## src/rtl/core/ufv_pkg.sv

```systemverilog
// ufv_pkg: shared types and codes for the upwind finite-volume step block
// no dependencies
`timescale 1ns / 1ps

package ufv_pkg;

	typedef enum logic [1:0] {
		REQ_LOAD   = 2'd0,
		REQ_EDGE   = 2'd1,
		REQ_COMMIT = 2'd2,
		REQ_NONE   = 2'd3
	} req_t;

	typedef enum logic [1:0] {
		NB_LOCAL    = 2'd0,
		NB_BOUNDARY = 2'd1,
		NB_GHOST    = 2'd2,
		NB_SPARE    = 2'd3
	} nb_t;

	localparam logic RES_FLUX   = 1'b0;
	localparam logic RES_COMMIT = 1'b1;

	localparam logic [0:0] CFG_TIME_STEP = 1'd0;
	localparam logic [0:0] CFG_BOUNDARY  = 1'd1;

	localparam int IN_W  = 32;
	localparam int IDX_W = 10;

	typedef enum logic [3:0] {
		ST_IDLE,
		ST_RD,
		ST_FLUX,
		ST_DT,
		ST_LEN,
		ST_AL,
		ST_AR,
		ST_RD_L,
		ST_WR_L,
		ST_RD_R,
		ST_WR_R,
		ST_COMMIT,
		ST_OUT
	} state_t;

endpackage

```

## src/rtl/core/ufv_mul.sv

```systemverilog
// ufv_mul: registered fixed-point multiply, truncate toward zero, saturate
// depends on ufv_pkg
`timescale 1ns / 1ps

module ufv_mul import ufv_pkg::*; #(
	parameter int FRAC_BITS   = 16,
	parameter int VALUE_WIDTH = 32
) (
	input  logic                          clk,
	input  logic signed [VALUE_WIDTH-1:0] a,
	input  logic signed [IN_W:0]          b,
	output logic signed [VALUE_WIDTH-1:0] p_q,
	output logic                          ov_q
);
	localparam int PW = VALUE_WIDTH + IN_W + 1;

	logic                neg;
	logic [VALUE_WIDTH:0] ma;
	logic [IN_W:0]       mb;
	logic [PW-1:0]       prod;
	logic [PW-1:0]       q;
	logic [PW-1:0]       lim;

	always_comb begin
		neg  = a[VALUE_WIDTH-1] ^ b[IN_W];
		ma   = a[VALUE_WIDTH-1] ? -{a[VALUE_WIDTH-1], a} : {1'b0, a};
		mb   = b[IN_W] ? -b : b;
		prod = PW'(ma) * PW'(mb);
		q    = prod >> FRAC_BITS;
		lim  = (PW'(1) << (VALUE_WIDTH - 1)) - (neg ? PW'(0) : PW'(1));
	end

	always_ff @(posedge clk) begin
		if (q > lim) begin
			ov_q <= 1'b1;
			p_q  <= neg ? VALUE_WIDTH'(-lim) : VALUE_WIDTH'(lim);
		end else begin
			ov_q <= 1'b0;
			p_q  <= neg ? VALUE_WIDTH'(-q) : VALUE_WIDTH'(q);
		end
	end
endmodule
```

## config.mk

```make
export PLATFORM = sky130hd
export DESIGN_NAME = ufv_mul
export DESIGN_NICKNAME = d
export VERILOG_FILES = /design/src/rtl/core/ufv_pkg.sv /design/src/rtl/core/ufv_mul.sv
export SDC_FILE = /design/constraint.sdc
export NUM_CORES = 2
export LEC_CHECK = 0
export ABC_AREA = 1
export BUFFER_PORTS_ARGS = -buffer_cell sky130_fd_sc_hd__clkbuf_2
export CAP_MARGIN = 20
export CORE_MARGIN = 4
export CORE_UTILIZATION = 50
export DETAILED_ROUTE_END_ITERATION = 12
export GPL_TIMING_DRIVEN = 0
export PLACE_DENSITY_LB_ADDON = 0.12
export SLEW_MARGIN = 20
export SYNTH_ARGS = -nofsm -noshare
export SYNTH_HDL_FRONTEND = slang
export SYNTH_SLANG_ARGS = --single-unit
```

## constraint.sdc

```tcl
create_clock -name clk -period 19.2 [get_ports clk]
set_input_delay 1.92 -clock clk [delete_from_list [all_inputs] [get_ports clk]]
set_output_delay 1.92 -clock clk [all_outputs]
set_load 0.02 [all_outputs]
```

### After elaboration in Yosys (flattened, before gate mapping)

Cells that the tools add are included.

| operators by class | value |
|---|---|
| add/subtract/negate cells | 5 |
| $mul | 1 |
| order comparisons | 1 |
| muxes and demuxes | 7 |
| bitwise operators | 1 |

Operators by type and width:

| operator | number |
|---|---|
| 32-bit two-way mux | 3 |
| 33-bit two-way mux | 2 |
| 33-bit negation | 2 |
| 49-bit by 65-bit greater-than comparator with 1-bit output | 1 |
| 33-bit by 33-bit multiplier with 65-bit output | 1 |
| 32-bit negation | 2 |
| 32-bit by 1-bit subtractor with 33-bit output (first input constant) | 1 |
| 1-bit two-way mux | 2 |
| 1-bit XOR | 1 |

| storage, ports and cells | value |
|---|---|
| register bits after elaboration | 33 |
| output and inout bits | 33 |
| logic and storage cells | 17 |

### Depth between registers and ports, before layout

| logic depth | value |
|---|---|
| word-level depth | 6 |
| depth in mapped cells | 68 |
| depth with buffers taken out | 64 |

### Worst setup path before layout

Ideal clock, no wire load.

| path | value |
|---|---|
| path kind | in2reg |
| start | in a[0] |
| end | reg p_q[26] |
| data arrival time | 11.552 ns |
| required time | 19.087 ns |
| slack | 7.535 ns |
| cell stages on the path | 66 |
| cell sequence | buf_6 > inv_1 > clkbuf_1 > ha_1 > inv_1 > nor3_2 > inv_1 > nor2_1 > nand2_1 > nor3_1 > inv_1 > nor2_1 > nand3_1 > nor2_1 > a31oi_1 > nand2_1 > nand2_1 > inv_2 > (+30 left out) > nand3_1 > nor2_1 > nand2_1 > nand2_1 > nand2_1 > nand2_1 > nand2_1 > nand2_1 > nand2_1 > nand2_1 > nand2_1 > nand2_1 > nand4_1 > nor2_4 > inv_2 > nand2_4 > buf_6 > nand2_1 |

| between the ends | value |
|---|---|
| longest elaborated chain between the ends | 6 |

RTL lines:

| what | line | text |
|---|---|---|
| start: declaration | ufv_mul.sv:10 | `input logic signed [VALUE_WIDTH-1:0] a,` |
| 33-bit negation | ufv_mul.sv:26 | `ma = a[VALUE_WIDTH-1] ? -{a[VALUE_WIDTH-1], a} : {1'b0, a};` |
| 33-bit two-way mux * | ufv_mul.sv:26 |  |
| 33-bit by 33-bit multiplier with 65-bit output * | ufv_mul.sv:28 | `prod = PW'(ma) * PW'(mb);` |
| 32-bit negation | ufv_mul.sv:39 | `p_q <= neg ? VALUE_WIDTH'(-q) : VALUE_WIDTH'(q);` |
| 32-bit two-way mux | ufv_mul.sv:39 |  |
| 32-bit two-way mux * | ufv_mul.sv:34 | `if (q > lim) begin` |
| end signal: assignment | ufv_mul.sv:36 | `p_q <= neg ? VALUE_WIDTH'(-lim) : VALUE_WIDTH'(lim);` |
| end signal: assignment | ufv_mul.sv:39 |  |
| end: declaration | ufv_mul.sv:12 | `output logic signed [VALUE_WIDTH-1:0] p_q,` |

Mark *: on every way between the ends. The rest lies on a longest branch, timed or not.

### Worst setup path after layout

| path | value |
|---|---|
| start | in a[0] |
| end | reg p_q[30] |

The elaborated chain is that of the path after synthesis.

==> results.cfg <==
[sta]
setup_viol = 0
fin_crit_sh = 0.800
layout_min_cycle_time_ns = 15.36
tns_ns = 0
hold_violations = 0
max_freq_ghz = 0.0651
rsz0062_at_grt = no
maxSlewHeadroom = 0.188
drv_slew = 0
tightest_slew_ns = 1.22

[critical_path]
crit_arrival_ns = 15.58
cp-start-kind = input pin
path_class = in -> reg
critPathCaptureType = flop
cp.required_ns = 19.42
slowest_delay_ns = 0.82
cp_common_cell = nand2_1
critical-path-slowest-cell = clkbuf_1
cp_max_fo = 10

[placement]
dpl.hpwl_um = 130000
io_buffer_count = 97
placed_cells = 6372
place.gp.congestion = 1.02

[finish]
fillers = 7877
drive_gt1_frac = 0.0429
seqCellArea_um2 = 661
nets = 6652
synthToLayoutAreaGrowth_pct = 5.57
multiInputGateArea_um2 = 33300
stdcell_count = 6382

[clocking]
root_buffer = clkbuf_16
clock-sinks = 33
cts_buffers = 5
clockBufferDepth = 2
cts_tree = done
cts_max_level = 2
post_cts_buffers = 0
cts_resized = 0
holdBufCountCts = 0
path_clk_slew_ns = 0.05

[run]
max_cap_viol_count = 0

[floorplanning]
fp.coreArea_um2 = 78000
die_y_um = 289
die-area_um2 = 83600
rows = 102
start_util = 0.507
chipWidth_um = 289
io_pins = 99

[route]
vias = 34818
drc = 0
wl_per_cell_um = 23.5
wl_um = 150000
vias_per_cell = 5.46
postRouteAntennaNets = 0
drt_first_pass_iters = 8
drtIter0Drc = 3065

[logic_synthesis]
yosysSeqAreaShare = 0.0167
syn_inst = 5203
yosysMostFrequentCell = inv_1
ys_async_sr_fraction = 0
ys_ff_latch = 33
ys_types = 51
ys_warn_count = 0
yosys-top-cells-area = fa_1, inv_1, nand2_1
synth-edff-count = 0
syn_avg_cell_area_um2 = 7.60
yosysTopAreaCell = fa_1
synthesis.area_um2 = 39500
synth_ff_type = dfxtp_1
yosysTopAreaCellShare = 0.484
yosys-top-cells-count = inv_1, nand2_1, fa_1

[global_routing]
gr-usage-all-layers = 0.370
grt_pass1_vias = 36215
overflow = 0
antenna_found_initial = 5
grt_max_degree = 31
grt_pass1_wl_um = 227000

[status]
status = completed

[hold_path]
hold_class = reg -> out
-- sequential cells by signal (all words and copies together) (netlist names) --
signal,count
ov_q,1
p_q,32
-- layer usage --
metal | up-vias | global-route usage | share of wire
li1 | 15184 | - | -
met1 | 17398 | 0.484 | 0.39
met2 | 1843 | 0.570 | 0.43
met3 | 389 | 0.100 | 0.11
met4 | 4 | 0.185 | 0.065
met5 | - | 0 | 0.00014
-- final cells by class --
type / instances / area share
tap: 1040 / 0.0312
sequential: 33 / 0.0158
multi-input combinational: 3684 / 0.797
timing repair buffer: 100 / 0.0128
clock buffer: 5 / 0.00300
clock inverter: 3 / 0.00111
antenna: 1 / 0.0000599
buffer: 172 / 0.0180
inverter: 1344 / 0.121
-- through the flow --
step                      setup WS (ns)  hold slack [ns]   util  area, um^2
after floorplan                    7.53             2.26      -       39700
after global placement             3.71             2.34  0.531       41400
after detailed placement           3.77             2.34  0.533       41500
after CTS                          3.99             2.63  0.535       41700
after global routing               3.09             2.65  0.535       41700
final                              3.84             2.63  0.535       41700
-- cells in the final DEF, fill, tap and decap left out, drive strengths merged, types with 5 or more instances in the layout --
master  instances
inv          1330
nand2        1219
fa            956
nor2          652
ha            290
clkbuf        231
nand3         124
a21oi         114
o21ai          96
xor2           48
buf            46
dfxtp          33
nand4          33
conb           32
nor3           29
or2            27
clkinv         15
xnor2          15
nand3b         13
nor4            9
o21bai          5
-- final timing paths --
check             slack [ns]      end    start  cells past startpoint
setup / recovery        3.84  p_q[30]     a[0]                     64
hold / removal          2.63  p_q[12]  p_q[12]                      1
-- critical path, delay by kind of cell --
| family | cells | cell delay, ns |
|---|---|---|
| AOI/OAI and AO/OA | 1 | 0.09 |
| adders and majority gates | 11 | 5.15 |
| buffers and inverters | 17 | 3.21 |
| and+or+nand+nor | 33 | 4.09 |
| xor gates and xnor gates | 2 | 1.09 |
-- cells by family after synthesis --
group | Yosys count | share of synthesized area
other | 2 | 0.000190
adder cells (fa/ha/maj) | 1246 | 0.576
XOR/XNOR | 63 | 0.0145
AO/OA/AOI/OAI | 233 | 0.0311
buffers and inverters | 1516 | 0.147
flip-flops | 33 | 0.0167
AND/OR/NAND/NOR | 2110 | 0.215
Power is not shown: default switching activity piles up to over one toggle a cycle in this logic, so the estimate is an artifact.
